[config.mk]
export PLATFORM = sky130hd
export DESIGN_NAME = arm_insn_pc_use_classifier_unit_flat
export DESIGN_NICKNAME = d
export VERILOG_FILES = /design/src/aipc_pkg.sv /design/src/aipc_if.sv /design/src/arm_insn_pc_use_classifier_unit.sv /design/src/aipc_match.sv /design/src/aipc_pred.sv /design/src/aipc_code.sv /design/src/flat_wrapper.sv
export SDC_FILE = /design/constraint.sdc
export NUM_CORES = 1
export LEC_CHECK = 0
export ABC_CLOCK_PERIOD_IN_PS = 2650
export BUFFER_PORTS_ARGS = -buffer_cell sky130_fd_sc_hd__buf_2
export CAP_MARGIN = 20
export CORE_MARGIN = 5
export CORE_UTILIZATION = 40
export CTS_CLUSTER_DIAMETER = 120
export DETAILED_ROUTE_END_ITERATION = 8
export SLEW_MARGIN = 20
export SYNTH_ARGS = -nofsm -noshare
export SYNTH_HDL_FRONTEND = slang
export SYNTH_SLANG_ARGS = --single-unit
[constraint.sdc]
create_clock -name clk_i -period 2.65 [get_ports clk_i]
set_clock_uncertainty 0.2 [all_clocks]
set_input_delay 0.265 -clock clk_i [delete_from_list [all_inputs] [get_ports clk_i]]
set_output_delay 0.265 -clock clk_i [all_outputs]
set_load 0.05 [all_outputs]
[src/aipc_pkg.sv]
// Shared types, codes and the pattern table for the ARM PC-use classifier.
package aipc_pkg;

  localparam int unsigned WORD_W = 32;
  localparam int unsigned CODE_W = 4;
  localparam int unsigned NPAT   = 34;

  localparam logic [3:0] PC_REG = 4'hF;
  localparam logic [3:0] SP_REG = 4'd13;
  localparam logic [3:0] LR_REG = 4'd14;

  // Relocation template codes
  localparam logic [CODE_W-1:0] T_NONE        = 4'd0;
  localparam logic [CODE_W-1:0] T_GENERIC     = 4'd1;
  localparam logic [CODE_W-1:0] T_DP_RN       = 4'd2;
  localparam logic [CODE_W-1:0] T_DP_RN2      = 4'd3;
  localparam logic [CODE_W-1:0] T_DP_RD_RN    = 4'd4;
  localparam logic [CODE_W-1:0] T_DP_RD_RM    = 4'd5;
  localparam logic [CODE_W-1:0] T_DP_RM       = 4'd6;
  localparam logic [CODE_W-1:0] T_DP_RM2      = 4'd7;
  localparam logic [CODE_W-1:0] T_DP_RN_RM    = 4'd8;
  localparam logic [CODE_W-1:0] T_DP_RN_RM2   = 4'd9;
  localparam logic [CODE_W-1:0] T_DP_RD_RN_RM = 4'd10;
  localparam logic [CODE_W-1:0] T_BLX_REG     = 4'd11;
  localparam logic [CODE_W-1:0] T_BLX_IMM     = 4'd12;
  localparam logic [CODE_W-1:0] T_B           = 4'd13;
  localparam logic [CODE_W-1:0] T_BL          = 4'd14;

  // No-PC flag bits
  localparam logic [3:0] F_RN = 4'b1000;
  localparam logic [3:0] F_RD = 4'b0100;
  localparam logic [3:0] F_RS = 4'b0010;
  localparam logic [3:0] F_RM = 4'b0001;

  typedef enum logic [3:0] {
    K_NONE, K_BLX_IMM, K_NOPC, K_BX, K_DP, K_LS, K_LSM,
    K_B, K_BL, K_EXTRA, K_DUAL, K_GENERIC
  } kind_e;

  localparam logic [WORD_W-1:0] PAT_MASK [NPAT] = '{
    32'hF8000000, 32'hFE000000, 32'hFF000000, 32'hFE000000, 32'hF0000000,
    32'h0FB00000, 32'h0E000010, 32'h0FB000F0, 32'h0FB000F0, 32'h0FF000F0,
    32'h0FF000F0, 32'h0FF000F0, 32'h0F9000F0, 32'h0E000010, 32'h0E000090,
    32'h0E000000, 32'h0E000000, 32'h0E000010, 32'h0E000000, 32'h0F000000,
    32'h0F000000, 32'h0FF000F0, 32'h0F900090, 32'h0FC000F0, 32'h0F8000F0,
    32'h0FB000F0, 32'h0F8000F0, 32'h0E4000F0, 32'h0E4000F0, 32'h0E5000D0,
    32'h0E5000D0, 32'h0E5000D0, 32'h0E5000D0, 32'h0F000000
  };

  localparam logic [WORD_W-1:0] PAT_VALUE [NPAT] = '{
    32'hF0000000, 32'hF8000000, 32'hFF000000, 32'hFA000000, 32'hF0000000,
    32'h03000000, 32'h06000010, 32'h01000000, 32'h01200000, 32'h01200010,
    32'h01600010, 32'h01200030, 32'h01000050, 32'h00000000, 32'h00000010,
    32'h02000000, 32'h04000000, 32'h06000000, 32'h08000000, 32'h0A000000,
    32'h0B000000, 32'h01200070, 32'h01000080, 32'h00000090, 32'h00800090,
    32'h01000090, 32'h01800090, 32'h000000B0, 32'h004000B0, 32'h001000D0,
    32'h005000D0, 32'h000000D0, 32'h004000D0, 32'h0F000000
  };

  localparam kind_e PAT_KIND [NPAT] = '{
    K_NONE, K_NONE, K_NONE, K_BLX_IMM, K_NONE,
    K_NONE, K_NONE, K_NOPC, K_NOPC, K_BX,
    K_NOPC, K_BX, K_NONE, K_DP, K_DP,
    K_DP, K_LS, K_LS, K_LSM, K_B,
    K_BL, K_NONE, K_NONE, K_NOPC, K_NOPC,
    K_NOPC, K_NOPC, K_EXTRA, K_EXTRA, K_EXTRA,
    K_EXTRA, K_DUAL, K_DUAL, K_GENERIC
  };

  localparam logic [3:0] PAT_FLAGS [NPAT] = '{
    4'h0, 4'h0, 4'h0, 4'h0, 4'h0,
    4'h0, 4'h0, F_RD | F_RM, F_RM, 4'h0,
    F_RD | F_RM, 4'h0, 4'h0, 4'h0, 4'h0,
    4'h0, 4'h0, 4'h0, 4'h0, 4'h0,
    4'h0, 4'h0, 4'h0, F_RN | F_RD | F_RS | F_RM, F_RN | F_RD | F_RS | F_RM,
    F_RN | F_RD | F_RM, F_RN | F_RD | F_RM, 4'h0, 4'h0, 4'h0,
    4'h0, 4'h0, 4'h0, 4'h0
  };

  // Stage 1 result: matched class
  typedef struct packed {
    logic [WORD_W-1:0] word;
    kind_e             kind;
    logic [3:0]        flags;
  } match_t;

  // Stage 2 result: field compares and raw bits the class rules need
  typedef struct packed {
    kind_e      kind;
    logic [3:0] flags;
    logic [3:0] op;
    logic       pd;
    logic       pn;
    logic       pm;
    logic       ps;
    logic       rd_sp;
    logic       rd_lr;
    logic       rd_odd;
    logic       rd_eq_rn;
    logic       rd_eq_rm;
    logic       rm_eq_rn;
    logic       wb;
    logic       b25;
    logic       b22;
    logic       b21;
    logic       b20;
    logic       b5;
    logic       list_zero;
    logic       list_rn;
    logic       list_pc;
  } pred_t;

endpackage

[src/aipc_if.sv]
// Valid/ready channel interfaces for instruction words and template codes.
interface aipc_in_if;
  logic                       valid;
  logic                       ready;
  logic [aipc_pkg::WORD_W-1:0] instruction_word;

  modport source (output valid, output instruction_word, input ready);
  modport sink   (input valid, input instruction_word, output ready);
endinterface

interface aipc_out_if;
  logic                       valid;
  logic                       ready;
  logic [aipc_pkg::CODE_W-1:0] template_code;
  logic                       supported;

  modport source (output valid, output template_code, output supported, input ready);
  modport sink   (input valid, input template_code, input supported, output ready);
endinterface

[src/arm_insn_pc_use_classifier_unit.sv]
// Top level of the ARM instruction PC-use classifier: three-stage pipeline.
//
//   channel  dir  payload                     handshake
//   in_i     in   instruction_word[31:0]      valid/ready
//   out_o    out  template_code[3:0], supported  valid/ready
//
// Stages: an item passes through the match, compare and rule registers in order,
// and one item can enter every cycle while the output is not stalled.
// Reset: rst_ni clears only the stage valid bits; nothing else is kept.
// Stalls: when the output register holds an item the sink does not take,
// all three stages hold together and in_i.ready drops; nothing is lost.
module arm_insn_pc_use_classifier_unit (
  input  logic clk_i,
  input  logic rst_ni,
  aipc_in_if.sink    in_i,
  aipc_out_if.source out_o
);
  import aipc_pkg::*;

  logic   adv;
  logic   s1_valid, s2_valid, s3_valid;
  match_t s1_match;
  pred_t  s2_pred;

  // Advance the whole pipe unless the finished item is waiting at the output
  assign adv        = !s3_valid || out_o.ready;
  assign in_i.ready = adv;

  // Match the word against the ordered pattern list
  aipc_match u_match (
    .clk_i   (clk_i),
    .rst_ni  (rst_ni),
    .adv_i   (adv),
    .valid_i (in_i.valid),
    .word_i  (in_i.instruction_word),
    .valid_o (s1_valid),
    .match_o (s1_match)
  );

  // Compare register fields against the PC and each other
  aipc_pred u_pred (
    .clk_i   (clk_i),
    .rst_ni  (rst_ni),
    .adv_i   (adv),
    .valid_i (s1_valid),
    .match_i (s1_match),
    .valid_o (s2_valid),
    .pred_o  (s2_pred)
  );

  // Apply the class rules and hold the result for the sink
  aipc_code u_code (
    .clk_i       (clk_i),
    .rst_ni      (rst_ni),
    .adv_i       (adv),
    .valid_i     (s2_valid),
    .pred_i      (s2_pred),
    .valid_o     (s3_valid),
    .code_o      (out_o.template_code),
    .supported_o (out_o.supported)
  );

  assign out_o.valid = s3_valid;
endmodule

[src/aipc_match.sv]
// Stage 1: first-match search over the ordered pattern table.
module aipc_match (
  input  logic                        clk_i,
  input  logic                        rst_ni,
  input  logic                        adv_i,
  input  logic                        valid_i,
  input  logic [aipc_pkg::WORD_W-1:0] word_i,
  output logic                        valid_o,
  output aipc_pkg::match_t            match_o
);
  import aipc_pkg::*;

  logic   valid_q;
  match_t match_d, match_q;

  // Walk from the last pattern back so the earliest match wins
  always_comb begin
    match_d.word  = word_i;
    match_d.kind  = K_NONE;
    match_d.flags = 4'h0;
    for (int i = NPAT - 1; i >= 0; i--) begin
      if ((word_i & PAT_MASK[i]) == PAT_VALUE[i]) begin
        match_d.kind  = PAT_KIND[i];
        match_d.flags = PAT_FLAGS[i];
      end
    end
  end

  always_ff @(posedge clk_i or negedge rst_ni) begin
    if (!rst_ni) begin
      valid_q <= 1'b0;
    end else if (adv_i) begin
      valid_q <= valid_i;
    end
  end

  always_ff @(posedge clk_i) begin
    if (adv_i) begin
      match_q <= match_d;
    end
  end

  assign valid_o = valid_q;
  assign match_o = match_q;
endmodule

[src/aipc_pred.sv]
// Stage 2: register-field compares for the class rules.
module aipc_pred (
  input  logic              clk_i,
  input  logic              rst_ni,
  input  logic              adv_i,
  input  logic              valid_i,
  input  aipc_pkg::match_t  match_i,
  output logic              valid_o,
  output aipc_pkg::pred_t   pred_o
);
  import aipc_pkg::*;

  logic       valid_q;
  pred_t      pred_d, pred_q;
  logic [3:0] rd, rn, rm, rs;
  logic [15:0] list;

  always_comb begin
    rn   = match_i.word[19:16];
    rd   = match_i.word[15:12];
    rs   = match_i.word[11:8];
    rm   = match_i.word[3:0];
    list = match_i.word[15:0];

    pred_d.kind      = match_i.kind;
    pred_d.flags     = match_i.flags;
    pred_d.op        = match_i.word[24:21];
    pred_d.pd        = (rd == PC_REG);
    pred_d.pn        = (rn == PC_REG);
    pred_d.pm        = (rm == PC_REG);
    pred_d.ps        = (rs == PC_REG);
    pred_d.rd_sp     = (rd == SP_REG);
    pred_d.rd_lr     = (rd == LR_REG);
    pred_d.rd_odd    = rd[0];
    pred_d.rd_eq_rn  = (rd == rn);
    pred_d.rd_eq_rm  = (rd == rm);
    pred_d.rm_eq_rn  = (rm == rn);
    pred_d.wb        = !match_i.word[24] || match_i.word[21];
    pred_d.b25       = match_i.word[25];
    pred_d.b22       = match_i.word[22];
    pred_d.b21       = match_i.word[21];
    pred_d.b20       = match_i.word[20];
    pred_d.b5        = match_i.word[5];
    pred_d.list_zero = (list == 16'h0000);
    pred_d.list_rn   = list[rn];
    pred_d.list_pc   = list[15];
  end

  always_ff @(posedge clk_i or negedge rst_ni) begin
    if (!rst_ni) begin
      valid_q <= 1'b0;
    end else if (adv_i) begin
      valid_q <= valid_i;
    end
  end

  always_ff @(posedge clk_i) begin
    if (adv_i) begin
      pred_q <= pred_d;
    end
  end

  assign valid_o = valid_q;
  assign pred_o  = pred_q;
endmodule

[src/aipc_code.sv]
// Stage 3: per-class rules that pick the template code; output register.
module aipc_code (
  input  logic                        clk_i,
  input  logic                        rst_ni,
  input  logic                        adv_i,
  input  logic                        valid_i,
  input  aipc_pkg::pred_t             pred_i,
  output logic                        valid_o,
  output logic [aipc_pkg::CODE_W-1:0] code_o,
  output logic                        supported_o
);
  import aipc_pkg::*;

  logic              valid_q;
  logic [CODE_W-1:0] code_d, code_q;
  logic [CODE_W-1:0] dp_code, ls_code, lsm_code, ext_code, dual_code, nopc_code, bx_code;
  logic              use_rd, use_rn;

  // Data processing
  always_comb begin
    use_rd = (pred_i.op[3:2] != 2'b10);
    use_rn = !use_rd || !(pred_i.op == 4'hD || pred_i.op == 4'hF);
    if (pred_i.b25) begin
      if (!use_rn || !pred_i.pn)      dp_code = T_GENERIC;
      else if (!use_rd)               dp_code = T_DP_RN2;
      else                            dp_code = pred_i.pd ? T_DP_RD_RN : T_DP_RN;
    end else if (!use_rn) begin
      if (!pred_i.pm)                 dp_code = T_GENERIC;
      else                            dp_code = pred_i.pd ? T_DP_RD_RM : T_DP_RM;
    end else if (!use_rd) begin
      if (pred_i.pn)                  dp_code = pred_i.pm ? T_DP_RN_RM2 : T_DP_RN2;
      else                            dp_code = pred_i.pm ? T_DP_RM2 : T_GENERIC;
    end else if (pred_i.pd) begin
      if (pred_i.pn)                  dp_code = pred_i.pm ? T_DP_RD_RN_RM : T_DP_RD_RN;
      else                            dp_code = pred_i.pm ? T_DP_RD_RM : T_GENERIC;
    end else if (pred_i.pn) begin
      if (pred_i.pm)                  dp_code = T_DP_RN_RM;
      else if (pred_i.rd_sp)          dp_code = T_NONE;
      else                            dp_code = pred_i.rd_eq_rm ? T_DP_RN2 : T_DP_RN;
    end else if (pred_i.pm) begin
      if (pred_i.rd_sp)               dp_code = T_NONE;
      else                            dp_code = pred_i.rd_eq_rn ? T_DP_RM2 : T_DP_RM;
    end else begin
      dp_code = T_GENERIC;
    end
  end

  // Loads, stores and their multiple, extra and dual forms; no-PC and BX classes
  always_comb begin
    if (pred_i.wb && pred_i.pn)                              ls_code = T_NONE;
    else if (pred_i.b25 && (pred_i.pm || pred_i.rm_eq_rn))   ls_code = T_NONE;
    else if (pred_i.pd && pred_i.pn)                         ls_code = T_NONE;
    else if (!pred_i.b20 && pred_i.pd)                       ls_code = T_NONE;
    else                                 ls_code = pred_i.pn ? T_DP_RN : T_GENERIC;

    if (pred_i.list_zero || pred_i.pn)                       lsm_code = T_NONE;
    else if (pred_i.b20)  lsm_code = (pred_i.list_rn && pred_i.b21) ? T_NONE : T_GENERIC;
    else                  lsm_code = pred_i.list_pc ? T_NONE : T_GENERIC;

    if (pred_i.rd_eq_rn || pred_i.pd)                        ext_code = T_NONE;
    else if (!pred_i.b22 && pred_i.pm)                       ext_code = T_NONE;
    else                                 ext_code = pred_i.pn ? T_DP_RN : T_GENERIC;

    dual_code = (pred_i.rd_odd || pred_i.rd_lr) ? T_NONE : ext_code;

    if ((pred_i.flags[3] && pred_i.pn) || (pred_i.flags[2] && pred_i.pd) ||
        (pred_i.flags[1] && pred_i.ps) || (pred_i.flags[0] && pred_i.pm)) begin
      nopc_code = T_NONE;
    end else begin
      nopc_code = T_GENERIC;
    end

    if (pred_i.pm) bx_code = T_NONE;
    else           bx_code = pred_i.b5 ? T_BLX_REG : T_GENERIC;
  end

  always_comb begin
    case (pred_i.kind)
      K_BLX_IMM: code_d = T_BLX_IMM;
      K_NOPC:    code_d = nopc_code;
      K_BX:      code_d = bx_code;
      K_DP:      code_d = dp_code;
      K_LS:      code_d = ls_code;
      K_LSM:     code_d = lsm_code;
      K_B:       code_d = T_B;
      K_BL:      code_d = T_BL;
      K_EXTRA:   code_d = ext_code;
      K_DUAL:    code_d = dual_code;
      K_GENERIC: code_d = T_GENERIC;
      default:   code_d = T_NONE;
    endcase
  end

  always_ff @(posedge clk_i or negedge rst_ni) begin
    if (!rst_ni) begin
      valid_q <= 1'b0;
    end else if (adv_i) begin
      valid_q <= valid_i;
    end
  end

  always_ff @(posedge clk_i) begin
    if (adv_i) begin
      code_q <= code_d;
    end
  end

  assign valid_o     = valid_q;
  assign code_o      = code_q;
  assign supported_o = (code_q != T_NONE);
endmodule

[src/flat_wrapper.sv]
// flat-port wrapper written by rule: the top's interface ports become plain ports
module arm_insn_pc_use_classifier_unit_flat import aipc_pkg::*;
  (clk_i, rst_ni, in_i_valid, in_i_instruction_word, in_i_ready, out_o_valid, out_o_template_code, out_o_supported, out_o_ready);
  aipc_in_if in_i_i ();
  aipc_out_if out_o_i ();
  input  logic clk_i;
  input  logic rst_ni;
  input wire logic [$bits(in_i_i.valid)-1:0] in_i_valid;
  input wire logic [$bits(in_i_i.instruction_word)-1:0] in_i_instruction_word;
  output wire logic [$bits(in_i_i.ready)-1:0] in_i_ready;
  output wire logic [$bits(out_o_i.valid)-1:0] out_o_valid;
  output wire logic [$bits(out_o_i.template_code)-1:0] out_o_template_code;
  output wire logic [$bits(out_o_i.supported)-1:0] out_o_supported;
  input wire logic [$bits(out_o_i.ready)-1:0] out_o_ready;
  assign in_i_i.valid = in_i_valid;
  assign in_i_i.instruction_word = in_i_instruction_word;
  assign in_i_ready = in_i_i.ready;
  assign out_o_valid = out_o_i.valid;
  assign out_o_template_code = out_o_i.template_code;
  assign out_o_supported = out_o_i.supported;
  assign out_o_i.ready = out_o_ready;
  arm_insn_pc_use_classifier_unit u_core (.clk_i(clk_i), .rst_ni(rst_ni), .in_i(in_i_i), .out_o(out_o_i));
endmodule
## Yosys cells after proc, flatten, opt, wreduce, memory -nomap -nowiden

Index checks and enable logic that the tools add are counted.

- Equality and inequality tests: 56
- $lt $le $gt $ge: 1
- Reductions and logical operators: 38
- Muxes and demuxes: 71

Operators by type and width:

| kind | count |
|---|---|
| 8-bit two-way mux | 14 |
| 4-bit == test, second input constant | 16 |
| 4-bit two-way mux | 14 |
| 7-bit two-way mux | 7 |
| 12-bit by 9-bit == test with 1-bit output, second input constant | 4 |
| 4-bit case mux with 11 select lines | 1 |
| 6-bit two-way mux | 6 |
| 11-bit by 8-bit == test with 1-bit output, second input constant | 3 |
| 8-bit by 5-bit == test with 1-bit output, second input constant | 4 |
| 32-bit zero test | 1 |
| 4-bit by 3-bit == test with 1-bit output, second input constant | 6 |
| 23-bit OR reduction | 1 |
| 3-bit two-way mux | 7 |
| 5-bit two-way mux | 4 |
| 20-bit OR reduction | 1 |
| 2-bit two-way mux | 9 |
| 8-bit by 4-bit == test with 1-bit output, second input constant | 2 |
| 16-bit zero test | 1 |
| 7-bit == test, second input constant | 2 |
| 13-bit OR reduction | 1 |
| 4-bit == test | 3 |
| 1-bit logical OR | 12 |
| 10-bit by 4-bit == test with 1-bit output, second input constant | 1 |
| 10-bit by 7-bit == test with 1-bit output, second input constant | 1 |
| 21 further kinds | 45 |

- Flip-flop bits (word level): 72
- Input port bits: 36
- Output and inout port bits: 7
- Logic and storage cells: 199

## Depth between registers and ports, before layout

Gate-level depths: netlist of run 1.

- Word-level depth: 32
- Depth in mapped cells: 8
- Depth with buffers taken out: 7

## Hierarchy

A second synthesis of run 1 with hierarchy kept.

- Cell total of the unflattened synthesis: 279
- Area total of the unflattened synthesis: 3678.5 µm²

Modules (own cells, without submodules):

| module | area an instance (µm²) | sequential area each (µm²) | cells an instance | times used |
|---|---|---|---|---|
| aipc_match | 1662.8 | 1226.2 | 104 | 1 |
| aipc_pred | 1303.8 | 895.9 | 80 | 1 |
| aipc_code | 705.7 | 145.1 | 94 | 1 |
| arm_insn_pc_use_classifier_unit | 6.3 | 0.0 | 1 | 1 |

## Worst setup path after synthesis of run 1

Ideal clock, no wire load.

- Path kind: flip-flop to flip-flop
- Start: reg u_core.u_code.valid_q (netlist: u_core.u_code.valid_o)
- End: reg u_core.u_match.valid_q (netlist: u_core.u_match.valid_o)
- Slack: -0.725 ns
- Stages on the path, launching flop included: 3
- Library setup time: 0.134 ns
- Period minus slack after synthesis: 3.375 ns
- Data arrival time: 3.041 ns
- Buffers on the path: 0
- Cell sequence: dfrtp_1 > nand2b_1 > mux2_2

- Word-level cells in the longest chain between the ends: 2

Ends and longest elaborated chain:

| what | line | text |
|---|---|---|
| start, declared | aipc_code.sv:14 | `logic valid_q;` |
| start signal, assigned | aipc_code.sv:98 | `valid_q <= valid_i;` |
| 1-bit zero test | arm_insn_pc_use_classifier_unit.sv:26 | `assign adv = !s3_valid \|\| out_o.ready;` |
| 1-bit logical OR | arm_insn_pc_use_classifier_unit.sv:26 |  |
| net in_i_ready | flat_wrapper.sv:10 | `output wire logic [$bits(in_i_i.ready)-1:0] in_i_ready;` |
| end signal, assigned | aipc_match.sv:33 | `valid_q <= valid_i;` |
| end, declared | aipc_match.sv:13 | `logic valid_q;` |

The timed path passes the listed nets, and every way through them passes these cells.
A chain may end at the register's enable or synchronous reset.

## Worst setup path after layout of run 1

- Start: reg u_core.u_pred.pred_q, in the netlist u_core.u_pred.pred_o[17]
- End: reg u_core.u_code.code_q[1] (netlist: u_core.u_code.code_o[1]) (data pin)

- Word-level cells in the longest chain between the ends: 6

Ends and longest elaborated chain:

| what | line | text |
|---|---|---|
| start, declared | aipc_pred.sv:14 | `pred_t pred_d, pred_q;` |
| start signal, assigned | aipc_pred.sv:59 | `pred_q <= pred_d;` |
| 2-bit two-way mux (tied with other cells) | aipc_code.sv:54, aipc_code.sv:62 |  |
| 2-bit two-way mux / 4-bit two-way mux (equally long branches) | aipc_code.sv:53, aipc_code.sv:33 |  |
| 2-bit two-way mux / 4-bit two-way mux (equally long branches) | aipc_code.sv:52, aipc_code.sv:30 |  |
| 2-bit two-way mux / 4-bit two-way mux (equally long branches) | aipc_code.sv:51, aipc_code.sv:27 |  |
| 2-bit two-way mux / 4-bit two-way mux (equally long branches) | aipc_code.sv:50, aipc_code.sv:23 |  |
| 4-bit case mux with 11 select lines * | aipc_code.sv:78 | `case (pred_i.kind)` |
| net u_core.u_code.code_d[1] | aipc_code.sv:15 | `logic [CODE_W-1:0] code_d, code_q;` |
| end signal, assigned | aipc_code.sv:104 | `code_q <= code_d;` |
| end, declared | aipc_code.sv:15 |  |

The timed path passes the listed nets; every way through them passes the cells marked *.

==> results of run 1 <==
[power by group through the flow]
stage	combinational (mW)	sequential, mW	clock [mW]
after floorplan	0.429	1.69	0
after global placement	0.631	1.67	0
after detailed placement	0.637	1.67	0
after CTS	0.664	1.65	0.806
after global routing	0.723	1.68	0.856
final	0.660	1.65	0.775
[registers in the layout, indices dropped and copies added (netlist names)]
name,count
u_core.u_match.match_o,34
u_core.u_pred.pred_o,29
u_core.u_pred.valid_o,1
u_core.u_code.valid_o,1
u_core.u_code.code_o,4
u_core.u_match.valid_o,1
[worst max-delay path, delay by kind of cell (launching register included)]
| kind | cells | cell delay, ns |
|---|---|---|
| buffers and inverters | 1 | 0.14 |
| AOI/OAI and AO/OA | 3 | 0.57 |
| DFF | 1 | 0.55 |
| adders and majority gates | 1 | 0.33 |
| and+or+nand+nor | 1 | 0.05 |
[final cells by class]
| type | instances | area [um2] |
|---|---|---|
| clock buffers | 9 | 124 |
| clock inverters | 7 | 57.6 |
| fillers | 709 | 4110 |
| inverters | 6 | 22.5 |
| multi-input cells | 172 | 1220 |
| flip-flops and latches | 70 | 2090 |
| well taps | 105 | 131 |
| repair buffers | 66 | 460 |
[kinds of logic (layout without fill, tap and decap cells)]
kind of cell               count (synthesis)  count (layout)  synth area share (%)
AOI/OAI and AO/OA                         50              50                  10.2
and+or+nand+nor                           95              95                  15.6
xor gates and xnor gates                  13              13                  3.36
adders and majority gates                  5               5                  1.85
muxes                                      9               9                  4.95
DFF                                       70              70                  61.7
buffers and inverters                     16              88                  2.33
[per-layer routing]
layer | share of wire (%) | track usage (%) | vias up
met3 | 4.8 | 4.10 | 11
li1 | - | - | 1149
met2 | 48 | 22.6 | 61
met5 | 0 | 0 | -
met4 | 1.6 | 4.64 | 0
met1 | 46 | 17.4 | 1090
[per-stage QoR]
| stage | instance area (um2) | std cells | utilization, % |
|---|---|---|---|
| 2_1_floorplan | 3390 | 258 | - |
| 3_3_place_gp | 3690 | 396 | 44.9 |
| 3_5_place_dp | 3690 | 396 | 44.9 |
| 4_1_cts | 4100 | 435 | 49.9 |
| 5_1_grt | 4100 | 435 | 49.9 |
| 6_report | 4100 | 435 | 49.9 |
[final timing paths]
path | endpoint | startpoint | slack [ns]
setup / recovery | u_core.u_code.code_o[1] | u_core.u_pred.pred_o[17] | 0.55
hold / removal | u_core.u_match.match_o[14] | in_i_instruction_word[6] | 0.03
setup reg to reg | u_core.u_code.code_o[1] | u_core.u_pred.pred_o[17] | 0.55
hold reg to reg | u_core.u_pred.pred_o[21] | u_core.u_match.match_o[31] | 0.22
max in group asynchronous | u_core.u_pred.valid_o | rst_ni | 2.09
min in group asynchronous | u_core.u_code.valid_o | rst_ni | 0.05
[layout by cell type (no fill, tap or decap), drive strengths merged, types with 5 or more instances in the layout]
cell type | synthesis | layout
edfxtp | 67 | 67
buf | 5 | 43
dlygate4sd3 | 0 | 23
nor2 | 18 | 18
nand2 | 14 | 14
xor2 | 12 | 12
a21oi | 11 | 11
nand2b | 10 | 10
nor2b | 9 | 9
nor3 | 9 | 9
clkbuf | 5 | 9
nand3 | 8 | 8
o21ai | 8 | 8
inv | 6 | 8
nor4 | 7 | 7
a31oi | 6 | 6
ha | 5 | 5
and4 | 5 | 5
mux4 | 5 | 5
==> metrics, run 1 <==
initial antenna violation count 0; worst hold path depth 1; Final period util 79.2%; number of cells on the worst reg-to-reg path 6; Pins Over Slew Limit 0; DRC viols 0; CTS Buf Count 9; Final setup viols 0; Starting DRT DRC Count 132; Critical Path AT 1.98 ns; Worst-path clk slew 0.08 ns; Tmin final 2.10 ns; part of the Yosys area used for sequential elements 61.7%; vias per cell 5.31; clk sinks 70; CTS root buf clkbuf_8; Comb pwr share 21.4%; H-tree levels 3; Hold Slack 0.0303 ns; number of instances resized during post-cts repair 0; DR WL/cell 15.2 um; GPL Wtd Cong 0.820; port bufs 42; first-pass GRT wire length 11100 um; Synth Instances 258; vias 2311; CTS max path bufs 2; count leader, synth edfxtp_1; Rel. slew slack 67.4%; Setup WS pre-CTS 0.539 ns; crit-path max cell delay 0.55 ns; post-synthesis cell area 3380 um2; yosys warns 0; DIE WIDTH 102 um; die area 10400 um2; IR drop worst, VDD 410 uV; Clock Latency Late Sink 0.34 ns; max-cap viol count 0; TritonRoute pass-1 iters 4; share of layout cells above drive strength 1 21.5%; antenna cells 0; Yosys top cell by area edfxtp_1; Setup crit start kind flip-flop; Slew @ Worst Pin 0.484 ns; hpwl dp 4470 um; LEAKAGE 1.53 nW; Mean Syn Cell Area 13.1 um2; post-synth top area share 59.4%; NumNets Final 366; Rows 33; sequential share of power 53.4%; gr ovfl total 0; switch share 32.1%; Synth Register Bits 70; critical path type flip-flop to flip-flop; Routed WL 6610 um; Post-Syn Nets 299; cell-internal power 2.09 mW; P&R area growth vs syn 21.3%; CTS tree built; main flop type after synthesis edfxtp_1; Final ANT Viol Nets 0; clock power share 25.1%; PD cells 751 nW/um2; Synth cell types 50; Post-synth EDFFs 67; CP Max Fanout 10; crit-path cells inv_1 > ha_1 > nor2b_1 > o32a_1 > o311ai_0 > a21oi_1; pin count of the biggest net entering global routing 72; Min-Delay Path Class input pin to flip-flop; switching power 0.988 mW; Setup TNS Final 0 ns; core outline area 8220 um2; vias in the first global route 2247; cts hold-fix bufs 23; Hold Fails Final Rpt 0; status complete, no violations; main area contributors after synthesis edfxtp_1 (59%), xor2_1 (3.1%), mux4_1 (2.3%); num ports 43; CP Capture Type flip-flop; Post-CTS Setup Bufs 0; Die H 102 um; total power 3.08 mW; Setup WS post-layout 0.551 ns; asr flop ratio synth 4.29%; critical path's slowest cell edfxtp_1; FMAX 0.476 GHz; Total GRT Usage 13.8%; Starting Density 41.2%; Worst EP required 2.53 ns; RSZ-0062 raised after global routing no; Commonest cells post-synth edfxtp_1 (67), nor2_1 (18), nand2_1 (14)
(Power assumes the default switching activity.)
==> run 2: changes to the inputs <==
Settings changed: ABC_CLOCK_PERIOD_IN_PS 2650 to 1700.
Clock period 2.65 ns to 1.7 ns, I/O delays scaled along.
==> run 2 against run 1 <==
Compared with the run above: the flow now finishes with violations (negative setup slack); final area rose by 14%; sequential share of layout area fell by 6.2 points; utilization rose by 6.9 points; clock power rose by 54%; critical endpoint unchanged; largest power group unchanged; routed wire length rose by 9.2%.
==> metrics, run 2 (synthesis results as in run 1) <==
CTS tree built; Slew @ Worst Pin 0.388 ns (-0.0958 ns); layout filler cell count 669 (-5.6%); CP Capture Type flip-flop; clk sinks 70 (unchanged); Rel. slew slack 73.7% (+6.4 points); Routed WL 7220 um (+9.2%); initial antenna violation count 0 (unchanged); total power 5.23 mW (+70%); Die H 102 um (unchanged); max-cap viol count 0 (unchanged); antenna cells 0 (unchanged); Total GRT Usage 15.1% (+1.4 points); PD cells 1120 nW/um2 (+49%); CTS max path bufs 2 (unchanged); FMAX 0.529 GHz (+11%); Final ANT Viol Nets 0 (unchanged); DP Area 4050 um2 (+9.7%); DIE WIDTH 102 um (unchanged); vias per cell 5.08 (-4.5%); IR drop worst, VDD 651 uV (+59%); Crit. Startpoint u_core.u_pred.pred_o[16]; Pins Over Slew Limit 0 (unchanged); hpwl dp 5170 um (+16%); status finished, violations left; P&R area growth vs syn 38.1%; die area 10400 um2 (unchanged); port bufs 42 (unchanged); CTS root buf clkbuf_8; CTS Buf Count 9 (unchanged); Final setup viols 6 (+6); vias 2477 (+7.2%); Worst EP required 1.60 ns (-0.93 ns); Clock Latency Late Sink 0.34 ns (about the same); CP Max Fanout 7 (-3); commonest cells after routing, fill and taps aside edfxtp_1 (67), buf_4 (46), buf_2 (39), dlygate4sd3_1 (28), nor2_1 (17); Starting Density 41.2% (unchanged); Hold Slack 0.0979 ns (+0.0675 ns); TritonRoute pass-1 iters 4 (unchanged); NumNets Final 419 (+14%); Rows 33 (unchanged); Setup crit start kind flip-flop; first-pass GRT wire length 12300 um (+11%); Worst-path clk slew 0.08 ns (about the same); critical path type flip-flop to flip-flop; GPL Wtd Cong 0.866 (+5.6%); violated checks negative setup slack; number of cells on the worst reg-to-reg path 6 (unchanged); fin util 56.9% (+6.9 points); R2R Setup Slk -0.19 ns (-0.74 ns); DR WL/cell 14.8 um (-2.6%); Starting DRT DRC Count 81 (-39%); RSZ-0062 raised after global routing yes; pin count of the biggest net entering global routing 26 (-64%); Reg-to-Reg Start u_core.u_pred.pred_o[16]; Critical Path Sink u_core.u_code.code_o[1]; Min-Delay Path Class input pin to flip-flop; number of flip-flops in the largest register 34 (unchanged); Final period util 111% (+32 points); share of layout cells above drive strength 1 38.1% (+17 points); Hold Fails Final Rpt 0 (unchanged); Tmin final 1.89 ns (-0.210 ns); design area 4670 um2 (+14%); commonest non-fill, non-tap cell in the layout edfxtp_1; LEAKAGE 1.80 nW (+18%); DRC viols 0 (unchanged); num ports 43 (unchanged); Setup WS post-layout -0.189 ns (-0.740 ns); core outline area 8220 um2 (unchanged); Critical Path AT 1.79 ns (-0.19 ns); vias in the first global route 2583 (+15%); H-tree levels 3 (unchanged); gr ovfl total 0 (unchanged); worst r2r dst u_core.u_code.code_o[1]
==> run 2: cell type report <==
type,count,area (um2),share of cell area (%)
flip-flops and latches,70,2090,44.7
multi-input cells,173,1350,29.0
repair buffers,118,898,19.2
well taps,105,131,2.81
clock buffers,9,124,2.65
clock inverters,7,56.3,1.20
inverters,6,22.5,0.482
==> run 2: worst min-delay path by stage <==
stage,start,end,slack (ns),cells after the start
floorplan,rst_ni,u_core.u_code.valid_o,-0.33,0
global placement,rst_ni,u_core.u_match.valid_o,-0.23,1
detailed placement,rst_ni,u_core.u_match.valid_o,-0.23,1
CTS,in_i_instruction_word[22],u_core.u_match.match_o[1],0.08,3
global route,in_i_instruction_word[22],u_core.u_match.match_o[1],0.11,3
finish,in_i_instruction_word[22],u_core.u_match.match_o[1],0.1,3
==> run 2: critical path, cell delays in order, from the launching register on <==
cell and delay [ns]:
edfxtp_1 0.53, ha_2 0.24, nor2b_1 0.12, a21oi_1 0.05
o32a_1 0.18, o311ai_2 0.25, a21oi_2 0.08
==> run 2: routing by layer <==
metal | vias to the layer above | GRT usage (%) | share of wire (%)
met5 | - | 0 | 0
met2 | 50 | 24.8 | 50
li1 | 1246 | - | -
met3 | 11 | 3.48 | 3.3
met1 | 1170 | 19.7 | 45
met4 | 0 | 5.65 | 1.6
==> run 2: timing repair <==
item,4_1_cts,5_1_grt
setup endpoints to repair,7,11
pin swaps,2,9
hold endpoints to repair,29,1
resized for setup,12,20
hold buffers,28,1
cloned,1,0
buffers inserted,1,3
==> run 2: power breakdown <==
group | internal, mW | total [mW] | switching, mW
registers | 2.30 | 2.50 | 0.200
clock network | 0.546 | 1.19 | 0.645
logic | 0.728 | 1.54 | 0.817
==> run 2: through the flow <==
step | instances | setup TNS (ns) | setup slack [ns]
finish | 488 | -0.736 | -0.189
global route | 488 | -1.28 | -0.306
CTS | 487 | -0.824 | -0.187
detailed placement | 441 | -0.798 | -0.203
global placement | 441 | -0.525 | -0.130
floorplan | 258 | -4.79 | -0.154
